<file path="src/design/csesc_pkg.sv">
// Shared types, codes and escape tables for the C string escaper.
package csesc_pkg;

  typedef struct packed {
    logic [1:0] operation;
    logic [7:0] data_byte;
  } csesc_in_t;

  typedef struct packed {
    logic [7:0] out_byte;
    logic       last;
  } csesc_out_t;

  // controller -> datapath
  typedef struct packed {
    logic load;
    logic step;
  } csesc_cmd_t;

  // datapath -> controller
  typedef struct packed {
    logic out_free;
    logic cur_last;
    logic op_valid;
  } csesc_sts_t;

  localparam logic [1:0] OP_START = 2'd0;
  localparam logic [1:0] OP_DATA  = 2'd1;
  localparam logic [1:0] OP_END   = 2'd2;
  localparam logic [1:0] OP_NONE  = 2'd3;

  localparam logic CFG_LINE_WIDTH = 1'b0;
  localparam logic CFG_KEEP_DQ    = 1'b1;

  localparam logic [5:0] LINE_WIDTH_MAX = 6'd58;
  localparam logic [5:0] TAB_SPACES     = 6'd4;

  localparam logic [7:0] CH_TAB   = 8'h09;
  localparam logic [7:0] CH_LF    = 8'h0A;
  localparam logic [7:0] CH_CR    = 8'h0D;
  localparam logic [7:0] CH_SPACE = 8'h20;
  localparam logic [7:0] CH_DQ    = 8'h22;
  localparam logic [7:0] CH_SQ    = 8'h27;
  localparam logic [7:0] CH_ZERO  = 8'h30;
  localparam logic [7:0] CH_SEMI  = 8'h3B;
  localparam logic [7:0] CH_BSL   = 8'h5C;
  localparam logic [7:0] CH_N     = 8'h6E;
  localparam logic [7:0] CH_DEL   = 8'h7F;

  // escape sequence kinds
  localparam logic [3:0] K_NONE  = 4'd0;
  localparam logic [3:0] K_START = 4'd1;
  localparam logic [3:0] K_QKEEP = 4'd2;
  localparam logic [3:0] K_QCONV = 4'd3;
  localparam logic [3:0] K_BSL   = 4'd4;
  localparam logic [3:0] K_NL    = 4'd5;
  localparam logic [3:0] K_TAB   = 4'd6;
  localparam logic [3:0] K_OCT   = 4'd7;
  localparam logic [3:0] K_PLAIN = 4'd8;
  localparam logic [3:0] K_END   = 4'd9;

  // bytes emitted after the space padding
  function automatic logic [2:0] tail_len(input logic [3:0] kind);
    logic [2:0] n;
    case (kind)
      K_START: n = 3'd3;
      K_QKEEP: n = 3'd2;
      K_QCONV: n = 3'd1;
      K_BSL:   n = 3'd2;
      K_NL:    n = 3'd4;
      K_OCT:   n = 3'd4;
      K_PLAIN: n = 3'd1;
      K_END:   n = 3'd7;
      default: n = 3'd0;
    endcase
    return n;
  endfunction

  function automatic logic [7:0] tail_byte(input logic [3:0] kind, input logic [2:0] idx,
                                           input logic [7:0] ch);
    logic [7:0] b;
    b = CH_BSL;
    case (kind)
      K_START: begin
        case (idx)
          3'd0:    b = CH_DQ;
          3'd1:    b = CH_BSL;
          default: b = CH_LF;
        endcase
      end
      K_QKEEP: b = (idx == 3'd0) ? CH_BSL : CH_DQ;
      K_QCONV: b = CH_SQ;
      K_BSL:   b = CH_BSL;
      K_NL, K_END: begin
        case (idx)
          3'd0:    b = CH_BSL;
          3'd1:    b = CH_N;
          3'd2:    b = CH_BSL;
          3'd3:    b = CH_LF;
          3'd4:    b = CH_DQ;
          3'd5:    b = CH_SEMI;
          default: b = CH_LF;
        endcase
      end
      K_OCT: begin
        case (idx)
          3'd0:    b = CH_BSL;
          3'd1:    b = CH_ZERO + {6'd0, ch[7:6]};
          3'd2:    b = CH_ZERO + {5'd0, ch[5:3]};
          default: b = CH_ZERO + {5'd0, ch[2:0]};
        endcase
      end
      K_PLAIN: b = ch;
      default: b = CH_BSL;
    endcase
    return b;
  endfunction

endpackage

</file>
<file path="src/design/c_string_escaper_with_padding_core.sv">
// Top level of the C string literal escaper with line padding.
//
// Input channel in_valid/in_ready/in_data carries one item per transfer:
// start of text, a data byte or end of text. Each item expands into 1 to 64
// result bytes on out_valid/out_ready/out_data; out_data.last flags the final
// byte of an item. Operation code 3 is dropped without results.
// An accepted item is loaded into the sequencer registers, which step its
// results into the output register. Results leave at one byte per cycle
// while the receiver is ready; the next item is taken in the cycle the last
// byte of the current one is loaded into the output register, so plain
// bytes also stream at one per cycle. Padding spaces and escape sequences
// are likewise emitted by the single sequencer at one byte per cycle.
// When the receiver stalls, the output register holds its byte and the
// sequencer waits; in_ready drops until the current item is finished.
// Reset (rst_n low, synchronous) clears the column count and output
// register and sets line width 58, keep_double_quote 0. The user must write
// config (cfg_we, cfg_index, cfg_wdata) only while idle; the block does not
// enforce it. Index 0: line width (saturated at 58); 1: keep_double_quote.
module c_string_escaper_with_padding_core (
  input  logic                  clk,
  input  logic                  rst_n,
  input  logic                  in_valid,
  output logic                  in_ready,
  input  csesc_pkg::csesc_in_t  in_data,
  output logic                  out_valid,
  input  logic                  out_ready,
  output csesc_pkg::csesc_out_t out_data,
  input  logic                  cfg_we,
  input  logic                  cfg_index,
  input  logic [5:0]            cfg_wdata
);
  import csesc_pkg::*;

  csesc_cmd_t cmd;
  csesc_sts_t sts;

  csesc_ctrl u_ctrl (
    .clk      (clk),
    .rst_n    (rst_n),
    .in_valid (in_valid),
    .in_ready (in_ready),
    .sts      (sts),
    .cmd      (cmd)
  );

  csesc_datapath u_dp (
    .clk       (clk),
    .rst_n     (rst_n),
    .in_data   (in_data),
    .cfg_we    (cfg_we),
    .cfg_index (cfg_index),
    .cfg_wdata (cfg_wdata),
    .cmd       (cmd),
    .sts       (sts),
    .out_valid (out_valid),
    .out_ready (out_ready),
    .out_data  (out_data)
  );

  // a byte is only sequenced into a free output register
  a_step_free: assert property (@(posedge clk) disable iff (!rst_n)
    cmd.step |-> sts.out_free)
    else $error("step into occupied output register");

  // a new item overlaps only with the last byte of the previous one
  a_load_on_last: assert property (@(posedge clk) disable iff (!rst_n)
    (cmd.load && cmd.step) |-> sts.cur_last)
    else $error("item loaded before previous one finished");

  // after reset the block is ready for an item
  a_reset_ready: assert property (@(posedge clk)
    !rst_n |=> in_ready)
    else $error("not ready after reset");

  // a sequenced byte shows up as valid output in the next cycle
  a_step_out: assert property (@(posedge clk) disable iff (!rst_n)
    cmd.step |=> out_valid)
    else $error("emitted byte missing at output");

endmodule

</file>
<file path="src/design/csesc_ctrl.sv">
// Controller: idle/busy sequencing of item loads and result emission.
module csesc_ctrl (
  input  logic                  clk,
  input  logic                  rst_n,
  input  logic                  in_valid,
  output logic                  in_ready,
  input  csesc_pkg::csesc_sts_t sts,
  output csesc_pkg::csesc_cmd_t cmd
);
  import csesc_pkg::*;

  localparam logic ST_IDLE = 1'b0;
  localparam logic ST_BUSY = 1'b1;

  logic state_r;
  logic state_nxt;

  always_comb begin
    cmd.step  = (state_r == ST_BUSY) && sts.out_free;
    // next item may enter in the cycle the last result of this one is emitted
    in_ready  = (state_r == ST_IDLE) || (cmd.step && sts.cur_last);
    cmd.load  = in_valid && in_ready;
    state_nxt = state_r;
    case (state_r)
      ST_IDLE: begin
        if (cmd.load && sts.op_valid) state_nxt = ST_BUSY;
      end
      ST_BUSY: begin
        if (cmd.load)                        state_nxt = sts.op_valid ? ST_BUSY : ST_IDLE;
        else if (cmd.step && sts.cur_last)   state_nxt = ST_IDLE;
      end
      default: state_nxt = ST_IDLE;
    endcase
  end

  always_ff @(posedge clk) begin
    if (!rst_n) begin
      state_r <= ST_IDLE;
    end else begin
      state_r <= state_nxt;
    end
  end

endmodule

</file>
<file path="src/design/csesc_datapath.sv">
// Datapath: config registers, column counter, escape sequencer and output register.
module csesc_datapath (
  input  logic                  clk,
  input  logic                  rst_n,
  input  csesc_pkg::csesc_in_t  in_data,
  input  logic                  cfg_we,
  input  logic                  cfg_index,
  input  logic [5:0]            cfg_wdata,
  input  csesc_pkg::csesc_cmd_t cmd,
  output csesc_pkg::csesc_sts_t sts,
  output logic                  out_valid,
  input  logic                  out_ready,
  output csesc_pkg::csesc_out_t out_data
);
  import csesc_pkg::*;

  logic [5:0] line_width_r;
  logic       keep_dq_r;
  logic [7:0] col_r;
  logic [7:0] col_nxt;
  logic [7:0] col_inc;
  logic [3:0] kind_r;
  logic [3:0] kind_nxt;
  logic [5:0] pad_r;
  logic [5:0] pad_nxt;
  logic [2:0] idx_r;
  logic [7:0] ch_r;
  logic       out_valid_r;
  csesc_out_t out_data_r;

  logic [5:0] pad_nl;
  logic [5:0] pad_end;
  logic [8:0] end_lim;
  logic [2:0] cur_len;
  logic [7:0] cur_byte;
  logic       cur_last;

  // load-side decode
  always_comb begin
    col_inc = (col_r == 8'hFF) ? col_r : col_r + 8'd1;
    pad_nl  = ({2'd0, line_width_r} > col_inc) ? 6'({2'd0, line_width_r} - col_inc) : 6'd0;
    end_lim = {1'b0, col_r} + 9'd1;
    pad_end = ({3'd0, line_width_r} > end_lim) ? 6'({3'd0, line_width_r} - end_lim) : 6'd0;

    kind_nxt = K_NONE;
    col_nxt  = col_r;
    case (in_data.operation)
      OP_START: begin
        kind_nxt = K_START;
        col_nxt  = 8'd0;
      end
      OP_DATA: begin
        col_nxt = col_inc;
        if (in_data.data_byte == CH_DQ)
          kind_nxt = keep_dq_r ? K_QKEEP : K_QCONV;
        else if (in_data.data_byte == CH_BSL)
          kind_nxt = K_BSL;
        else if (in_data.data_byte == CH_CR || in_data.data_byte == CH_LF) begin
          kind_nxt = K_NL;
          col_nxt  = 8'd0;
        end else if (in_data.data_byte == CH_TAB)
          kind_nxt = K_TAB;
        else if (in_data.data_byte < CH_SPACE || in_data.data_byte == CH_DEL)
          kind_nxt = K_OCT;
        else
          kind_nxt = K_PLAIN;
      end
      OP_END: begin
        kind_nxt = K_END;
        col_nxt  = 8'd0;
      end
      default: kind_nxt = K_NONE;
    endcase

    case (kind_nxt)
      K_NL:    pad_nxt = pad_nl;
      K_END:   pad_nxt = pad_end;
      K_TAB:   pad_nxt = TAB_SPACES;
      default: pad_nxt = 6'd0;
    endcase
  end

  // emit-side: padding spaces first, then the fixed tail
  always_comb begin
    cur_len = tail_len(kind_r);
    if (pad_r != 6'd0) begin
      cur_byte = CH_SPACE;
      cur_last = (pad_r == 6'd1) && (cur_len == 3'd0);
    end else begin
      cur_byte = tail_byte(kind_r, idx_r, ch_r);
      cur_last = (idx_r == cur_len - 3'd1);
    end
    sts.out_free = !out_valid_r || out_ready;
    sts.cur_last = cur_last;
    sts.op_valid = (in_data.operation != OP_NONE);
  end

  always_ff @(posedge clk) begin
    if (!rst_n) begin
      line_width_r <= LINE_WIDTH_MAX;
      keep_dq_r    <= 1'b0;
      col_r        <= 8'd0;
      kind_r       <= K_NONE;
      pad_r        <= 6'd0;
      idx_r        <= 3'd0;
      out_valid_r  <= 1'b0;
    end else begin
      if (cfg_we) begin
        case (cfg_index)
          CFG_LINE_WIDTH: line_width_r <= (cfg_wdata > LINE_WIDTH_MAX) ? LINE_WIDTH_MAX
                                                                       : cfg_wdata;
          CFG_KEEP_DQ:    keep_dq_r    <= cfg_wdata[0];
          default:        keep_dq_r    <= keep_dq_r;
        endcase
      end

      if (cmd.load) begin
        col_r  <= col_nxt;
        kind_r <= kind_nxt;
        pad_r  <= pad_nxt;
        idx_r  <= 3'd0;
      end else if (cmd.step) begin
        if (pad_r != 6'd0) pad_r <= pad_r - 6'd1;
        else               idx_r <= idx_r + 3'd1;
      end

      if (cmd.step)       out_valid_r <= 1'b1;
      else if (out_ready) out_valid_r <= 1'b0;
    end
  end

  // payload registers
  always_ff @(posedge clk) begin
    if (cmd.load) ch_r <= in_data.data_byte;
    if (cmd.step) begin
      out_data_r.out_byte <= cur_byte;
      out_data_r.last     <= cur_last;
    end
  end

  assign out_valid = out_valid_r;
  assign out_data  = out_data_r;

endmodule

</file>
<file path="config.mk">
export PLATFORM = sky130hd
export DESIGN_NAME = c_string_escaper_with_padding_core
export DESIGN_NICKNAME = d
export VERILOG_FILES = /design/src/design/csesc_pkg.sv /design/src/design/c_string_escaper_with_padding_core.sv /design/src/design/csesc_ctrl.sv /design/src/design/csesc_datapath.sv
export SDC_FILE = /design/constraint.sdc
export NUM_CORES = 1
export LEC_CHECK = 0
export ABC_AREA = 1
export BUFFER_PORTS_ARGS = -buffer_cell sky130_fd_sc_hd__buf_2
export CAP_MARGIN = 5
export CORE_ASPECT_RATIO = 1.4
export CORE_UTILIZATION = 65
export CTS_BUF_LIST = sky130_fd_sc_hd__clkbuf_4 sky130_fd_sc_hd__clkbuf_8
export CTS_CLUSTER_DIAMETER = 30
export DETAILED_ROUTE_END_ITERATION = 7
export MAX_ROUTING_LAYER = met4
export PLACE_DENSITY = 0.86
export SLEW_MARGIN = 10
export SYNTH_ARGS = -nofsm -noshare
export SYNTH_HDL_FRONTEND = slang
export SYNTH_HIERARCHICAL = 1
export SYNTH_SLANG_ARGS = --single-unit
</file>
<file path="constraint.sdc">
create_clock -name clk -period 5.3 [get_ports clk]
set_input_delay 0.795 -clock clk [delete_from_list [all_inputs] [get_ports clk]]
set_output_delay 0.795 -clock clk [all_outputs]
set_load 0.01 [all_outputs]
</file>
; Yosys cells after proc, flatten, opt, wreduce, memory -nomap -nowiden
; Memory sizes are Yosys's and may differ from the RTL's. A register that Yosys moved wholly into a read port is not among the register bits.
; Index checks and enable logic that the tools add are counted.
[op_classes]
add_sub_neg = 10
order_cmp = 4
eq_ne = 26
n_mux = 34
n_bitwise = 4
n_reduce_logical = 27
[ops]
columns = cell, n
row1 = one-hot mux 8 bit (6 select lines), 1
row2 = 2-to-1 mux 6 bit, 6
row3 = 2-to-1 mux 8 bit, 4
row4 = 2-to-1 mux 4 bit, 7
row5 = one-hot mux 7 bit (4 select lines), 1
row6 = "equality test 8 x 4 -> 1 bit, second input constant", 3
row7 = one-hot mux 8 bit (3 select lines), 1
row8 = one-hot mux 6 bit (3 select lines), 1
row9 = "equality test 4 x 3 -> 1 bit, second input constant", 4
row10 = "equality test 8 x 7 -> 1 bit, second input constant", 2
row11 = one-hot mux 8 bit (2 select lines), 1
row12 = "adder 6 x 3 -> 7 bit, first input constant", 2
row13 = one-hot mux 7 bit (2 select lines), 1
row14 = "equality test 4 bit, second input constant", 3
row15 = one-hot mux 4 bit (3 select lines), 1
row16 = subtractor 6 bit, 2
row17 = AND reduction 2 bit, 5
row18 = "adder 8 x 1 -> 9 bit, second input constant", 1
row19 = greater-than comparator 6 x 9 -> 1 bit, 1
row20 = "adder 8 x 1 -> 8 bit, second input constant", 1
row21 = "equality test 4 x 2 -> 1 bit, second input constant", 2
row22 = "equality test 8 x 6 -> 1 bit, second input constant", 1
row23 = "equality test 8 bit, second input constant", 1
row24 = greater-than comparator 6 x 8 -> 1 bit, 1
row25 = other kinds (27), 52
[word_totals]
ff_bits = 47
mem_bits_ro = 48
input_bits = 22
output_inout_bits = 11
memories = 1
[mem_list]
columns = name, depth, width, rd, rd_ports_with_merged_regs, wr, line
row1 = (no name shown), 16, 3, 1, 1, 0, csesc_pkg.sv:65  ; case (kind)

; Longest topological paths before layout
; Gate-level depths: netlist (run 1).
[logic_depth]
word_depth = 11
depth_mapped = 20
ltp_nobuf = 20

; Cells and area by module
; Netlist (run 1), hierarchy kept.
[by_module_without_submodules]
columns = mod, instances, cells_per_inst, area_per_inst_um2
row1 = csesc_datapath, 1, 508, 3524.6
row2 = csesc_ctrl, 1, 9, 61.3

; Worst setup path after synthesis (run 1)
; OpenSTA, ideal clock, no wires.
[synth_timing]
path_type = register to register
start = register, netlist name u_dp/cur_len[0]
end = register, netlist name u_dp/cur_len[1]
setup_time_ns = 0.122
arrival_time_ns = 2.977
required_ns = 5.178
path_slack_ns = 2.201
path_stages_with_launch = 19
cell_sequence = dfxtp_1 > inv_1 > ha_1 > ha_1 > xor2_1 > o2111ai_1 > o21ai_0 > buf_4 > nand2_1 > a21boi_1 > buf_4 > nand2_1 > inv_1 > nand2_1 > o21ai_1 > inv_1 > ha_1 > o21ai_0 > o21ai_0

==> results of run 1 <==
-- stage by stage --
stage	total power [mW]	area, um^2	cells	util	setup WS [ns]
after floorplan	0.620	3590	517	-	2.20
after global placement	0.684	3810	611	0.728	2.25
after detailed placement	0.695	3810	611	0.728	2.07
after CTS	0.923	3910	619	0.746	2.01
after global routing	0.977	3910	619	0.746	1.61
final	0.925	3910	619	0.746	1.98
-- cells in the final DEF, fill, tap and decap left out, drive strengths merged --
master	synthesis	routed
clkinv	0	2
and3	1	1
nand3	36	36
a31oi	4	4
xor2	10	10
o221a	1	1
a211oi	2	2
ha	24	24
o21a	1	1
a21oi	36	36
inv	85	85
nand4	6	6
dfxtp	33	33
a21boi	1	1
o31ai	1	1
o21ai	44	44
nand2	134	134
o2111ai	1	1
fa	2	2
or2	2	2
nor3	9	9
a41oi	1	1
xnor2	4	4
nand3b	3	3
buf	2	33
edfxtp	17	17
nor2	48	48
o211ai	3	3
o22ai	2	2
o21bai	1	1
clkbuf	3	6
-- layout make-up --
cell class                      count  area [um^2]
Timing Repair Buffer               33          168
Clock inverter                      2         12.5
Multi-Input combinational cell    377         2070
Sequential cell                    50         1170
Clock buffer                        6         82.6
Inverter                           85          322
Tap cell                           66         82.6
Fill cell                         416         1330
-- power by group through the flow --
stage | logic, mW | clock network, mW | registers, mW
floorplan | 0.166 | 0 | 0.454
global placement | 0.229 | 0 | 0.455
detailed placement | 0.239 | 0 | 0.456
CTS | 0.241 | 0.235 | 0.447
global route | 0.275 | 0.251 | 0.451
finish | 0.245 | 0.232 | 0.448
-- logic make-up (layout without fill, tap and decap cells) --
family	after synthesis	after routing	synth area share
and+or+nand+nor	239	239	0.292
AOI/OAI and AO/OA	98	98	0.155
buffers and inverters	90	126	0.0970
DFF	50	50	0.327
adders and majority gates	26	26	0.0949
xor gates and xnor gates	14	14	0.0342
-- metal layers --
| metal | share of wire | vias up |
|---|---|---|
| li1 | - | 1761 |
| met1 | 0.32 | 1654 |
| met2 | 0.56 | 167 |
| met3 | 0.043 | 51 |
| met4 | 0.073 | 0 |
| met5 | 0 | - |
-- critical path, cell delays in order (launching register included) --
cell,delay [ns]
dfxtp_1,0.39
inv_1,0.11
ha_1,0.20
nand3_1,0.28
inv_1,0.19
o2111ai_1,0.12
o21ai_0,0.14
nand2_1,0.12
a21boi_1,0.07
buf_4,0.21
nor2_1,0.32
inv_1,0.12
o21ai_1,0.28
inv_1,0.09
ha_1,0.30
o21ai_0,0.18
o21ai_0,0.09
-- path summary, 6_finish.rpt --
check	slack, ns	end	cells after the start
min reg2reg	0.52	u_ctrl/state_r$_SDFF_PN0_	2
min	0.52	u_ctrl/state_r$_SDFF_PN0_	2
max	1.98	u_dp/cur_len[1]$_DFF_P_	16
max reg2reg	1.98	u_dp/cur_len[1]$_DFF_P_	16
-- sequential cells by signal, indices dropped and copies added, names as in the netlist --
signal and cells:
u_dp/out_data 9, u_dp/ch_r 8, u_dp/col_r 8, u_dp/line_width_r 6, u_dp/pad_r 6, u_dp/kind_r 4, u_dp/cur_len 3, u_dp/idx_r 3
u_ctrl/state_r 1, u_dp/keep_dq_r 1, u_dp/out_valid 1
==> impl_metrics.ini, run 1 <==
[outcome]
status = completed

[global_routing]
overflow = 0
grt_pass1_wl_um = 16000
grt_max_degree = 21
track_usage = 0.363
busiest_layer = met2
grtUsageMet1 = 0.327
grt_pass1_vias = 3681
grt_use_met2 = 0.681
grt.met3_usage = 0.0330
antenna_found_initial = 0

[die]
die_w_um = 64.8
die_area_mm2 = 0.00582
start_util = 0.685
ios = 33
fp.dieH_um = 89.9
core_area_mm2 = 0.00524
core.rowCount = 31

[run]
cap_violations = 0

[cells_and_area]
final_nets = 600
layout-drive-gt1-share = 0.118
area_growth_pct = 8.90
n_antenna_cell = 0

[placed_design]
io_buffer_count = 32
hpwlAfterDp_um = 7650
gp_congestion = 0.952

[power]
clockPowerShare = 0.251
irDropWorstVdd_mv = 0.165
power.density_mw_per_mm2 = 237
p_seq_frac = 0.485
internal-power_mw = 0.618
p_switching_mw = 0.306
switching_share = 0.331
leakagePower_nw = 1.81
comb_power_share = 0.264

[worst_setup_path]
cp_data_required_time_ns = 5.50
crit_path_start_kind = register
cp_max_fo = 20
reg2reg_from = u_dp/pad_r[1]$_SDFFE_PN0P_
critical_path_class = reg2reg
crit_arrival_ns = 3.52
worst_setup_path_end_kind = register
startpoint = u_dp/pad_r[1]$_SDFFE_PN0P_

[sta]
fin_crit_sh = 0.626
layout_min_cycle_time_ns = 3.32
rsz0062_at_grt = false
fin_skew_ns = 0.00863
finalHoldViolations = 0
finalSetupViolCount = 0
worstMarginPinSlew_ns = 0.503
fmax_ghz = 0.302
hold_slack_ns = 0.522
fin_setup_tns_ns = 0
relSlewSlack = 0.662
slew_violations = 0

[cts]
cts_setup_buffers = 0
cts_tree = done
clock_path_buffers = 2
clk_latency_ns = 0.31
clkTransAtPathRegs_ns = 0.10
numCtsBuffers = 5
clock-sinks = 50
root_buffer = clkbuf_8
cts_resized = 0
h-tree-depth = 2
hold_buffers = 0

[yosys]
synth_area_leaders = dfxtp_1 18%, edfxtp_1 14%, nand2_1 13%
yosysWarnings = 6
async_flop_share = 0
synth_top_area_cell = dfxtp_1
synth_cells = 517
synth.distinct_cells = 38
syn_avg_cell_area_um2 = 6.94
synth_area_mm2 = 0.00359
netlist.area_leader.share = 0.184
netlist_top_cells_count = 127 x nand2_1, 84 x inv_1, 42 x nor2_1
yosysMostFrequentCell = nand2_1
synth_edf_count = 17
syn_nets = 565
synth-seq-cells = 50
dominantRegCellSynth = dfxtp_1
ys_seq_area_frac = 0.327

[min_path]
hold_path.class = reg2reg
hold_path_startpoint = u_ctrl/state_r$_SDFF_PN0_

[detailed_routing]
vias_per_cell = 5.87
num_vias = 3633
routedWlPerCell_um = 15.3
first_pass_iters = 6
remaining_drc_errors = 0
totalWireLength_um = 9460
ant_nets = 0
first_iter_violations = 216
Power figures use the tool's default switching activity.
==> inputs of run 2 (changes only) <==
- ABC_AREA: 1 -> 0
- CORE_UTILIZATION: 65 -> 62
- PLACE_DENSITY: 0.86 -> 0.83
- clock period: 5.3 -> 3.35 ns (I/O delays scaled with it)
==> run 2 against run 1 <==
The run now ends with DRC left. Non-clock buffer count grew 6. Critical path depth is the same. First-iteration DRC count grew 5.6%. Cell count shrank 12%. Global-route usage shrank 1.8 points.
==> impl_metrics.ini, run 2 <==
[worst_setup_path]
crit_arrival_ns = 3.24
cp_max_fo = 6
worst_setup_path_end_kind = register
cp_data_required_time_ns = 3.53
critical_path_class = reg2reg
crit_path_start_kind = register

[sta]
finalHoldViolations = 0
slew_violations = 0
fin_skew_ns = 0.00840
fin_crit_sh = 0.915
fmax_ghz = 0.326
relSlewSlack = 0.588
setup_ws_ns = 0.284
fin_setup_tns_ns = 0
worstMarginPinSlew_ns = 0.617
layout_min_cycle_time_ns = 3.07
rsz0062_at_grt = false
finalSetupViolCount = 0

[cells_and_area]
final_common_cell = nand2_1
n_antenna_cell = 0
final_nets = 524
fillCellCount = 444
layout-drive-gt1-share = 0.140
final_cell_mix = 49 x nand2_1, 37 x a21oi_1, 32 x buf_2, 32 x inv_1, 32 x nor2_1
largest_reg_flops = 9
area_growth_pct = 9.92

[power]
power.density_mw_per_mm2 = 377
power_mw = 1.50
leakagePower_nw = 1.54
irDropWorstVdd_mv = 0.219

[yosys]
syn_nets = 492
synth.distinct_cells = 66
ys_seq_area_frac = 0.322
synth-seq-cells = 50
synth_edf_count = 17
dominantRegCellSynth = dfxtp_1
netlist_top_cells_count = 49 x nand2_1, 37 x a21oi_1, 33 x dfxtp_1
yosysWarnings = 6
yosysMostFrequentCell = nand2_1
synth_top_area_cell = dfxtp_1
async_flop_share = 0
netlist.area_leader.share = 0.182
synth_cells = 444
synth_area_mm2 = 0.00363
synth_area_leaders = dfxtp_1 18%, edfxtp_1 14%, ha_1 8.3%
syn_avg_cell_area_um2 = 8.18

[die]
core.rowCount = 32
die_area_mm2 = 0.00618
start_util = 0.653
core_area_mm2 = 0.00557
ios = 33
fp.dieH_um = 92.6
die_w_um = 66.7

[placed_design]
pre_cts_ws_ns = 0.263
gp_congestion = 0.971
io_buffer_count = 32
hpwlAfterDp_um = 7480

[min_path]
hold_path.class = in2reg

[cts]
h-tree-depth = 2
clk_latency_ns = 0.30
clock-sinks = 50
root_buffer = clkbuf_8
numCtsBuffers = 5
clock_path_buffers = 2
cts_tree = done
clkTransAtPathRegs_ns = 0.09

[global_routing]
overflow = 0
grt_max_degree = 19
grt_pass1_vias = 3448
track_usage = 0.345
grt_pass1_wl_um = 15700
antenna_found_initial = 0

[outcome]
status = finished with violations
failed_checks = DRC

[detailed_routing]
first_pass_iters = 7
totalWireLength_um = 9550
num_vias = 3453
routedWlPerCell_um = 17.5
vias_per_cell = 6.34
first_iter_violations = 228
ant_nets = 0
remaining_drc_errors = 1

[run]
cap_violations = 0
==> run 2: changes by cell type in the layout (fill, tap and decap cells not counted), moves of 7 or more <==
cell	previous run	this run
nand2_1	127	49
inv_1	84	32
nand2_2	7	0
nand3_1	34	16
o21ai_1	8	1
nand2b_1	0	11
and2_1	0	10
nor2b_1	0	10
a21oi_1	30	37
xnor2_1	4	12
nor2_1	42	32
==> run 2: layer usage <==
layer | vias to the layer above | part of all wire | wire length, um | GRT usage
met3 | 42 | 0.041 | 387 | 0.0677
li1 | 1673 | - | - | -
met2 | 129 | 0.54 | 5180 | 0.604
met5 | - | 0 | 0 | -
met4 | 0 | 0.064 | 612 | 0.268
met1 | 1609 | 0.35 | 3380 | 0.314
==> run 2: repair_timing <==
item | CTS | global route
setup buffers | 0 | 0
gates resized for setup | 0 | 3
hold buffers | 0 | 0
endpoints found under the setup margin | 0 | 6
==> run 2: power breakdown <==
| part | switching (mW) | total (mW) | leakage [nW] | internal (mW) |
|---|---|---|---|---|
| sequential | 0.0316 | 0.704 | 0.433 | 0.673 |
| combinational | 0.220 | 0.367 | 1.05 | 0.147 |
| clock | 0.202 | 0.433 | 0.0548 | 0.231 |
| total | 0.454 | 1.50 | 1.54 | 1.05 |
==> run 2: logic make-up (layout without fill, tap and decap cells) <==
logic type               count (synthesis)  after routing  share of synthesized area
AO/OA/AOI/OAI                          127            127                      0.234
AND/OR/NAND/NOR                        171            171                      0.241
buffers and inverters                   46             79                     0.0486
XOR/XNOR                                18             18                     0.0434
adder cells (fa/ha/maj)                 26             26                     0.0937
multiplexers                             6              6                     0.0172
flip-flops                              50             50                      0.322
==> run 2: metrics by stage <==
stage,hold slack (ns),std cells,instance area [um^2],utilization
floorplan,0.432,444,3630,-
global placement,0.443,537,3870,0.696
detailed placement,0.451,537,3870,0.696
CTS,0.414,545,3990,0.717
global route,0.428,545,3990,0.718
finish,0.417,545,3990,0.718
==> run 2: worst max-delay path, stage by stage (launching register included) <==
cell and delay (ns):
dfxtp_1 0.36, inv_1 0.05, ha_1 0.20, ha_1 0.28
xor2_1 0.14, nand4_1 0.10, o21ai_0 0.08, and2_1 0.18
a21bo_4 0.22, and2_1 0.22, buf_4 0.18, o311ai_1 0.09
o221a_2 0.27, inv_1 0.05, ha_1 0.28, mux2i_1 0.14
o21ai_0 0.09
==> run 2: layout make-up <==
| class | instances | area (um^2) | area share |
|---|---|---|---|
| clock inverters | 2 | 37.5 | 0.00940 |
| repair buffers | 39 | 213 | 0.0533 |
| clock buffers | 6 | 76.3 | 0.0191 |
| inverters | 32 | 120 | 0.0301 |
| flip-flops and latches | 50 | 1170 | 0.294 |
| well taps | 68 | 85.1 | 0.0213 |
| multi-input cells | 348 | 2290 | 0.573 |
==> run 2: path summary, 6_finish.rpt <==
kind                                startpoint                                 to  slack, ns  depth (start not counted)
min reg2reg  u_dp/line_width_r[0]$_SDFFE_PN0P_  u_dp/line_width_r[0]$_SDFFE_PN0P_       0.47                          2
min                                 in_data[3]             u_dp/ch_r[3]$_DFFE_PP_       0.42                          1
max reg2reg            u_dp/cur_len[0]$_DFF_P_            u_dp/cur_len[1]$_DFF_P_       0.28                         16
max                    u_dp/cur_len[0]$_DFF_P_            u_dp/cur_len[1]$_DFF_P_       0.28                         16
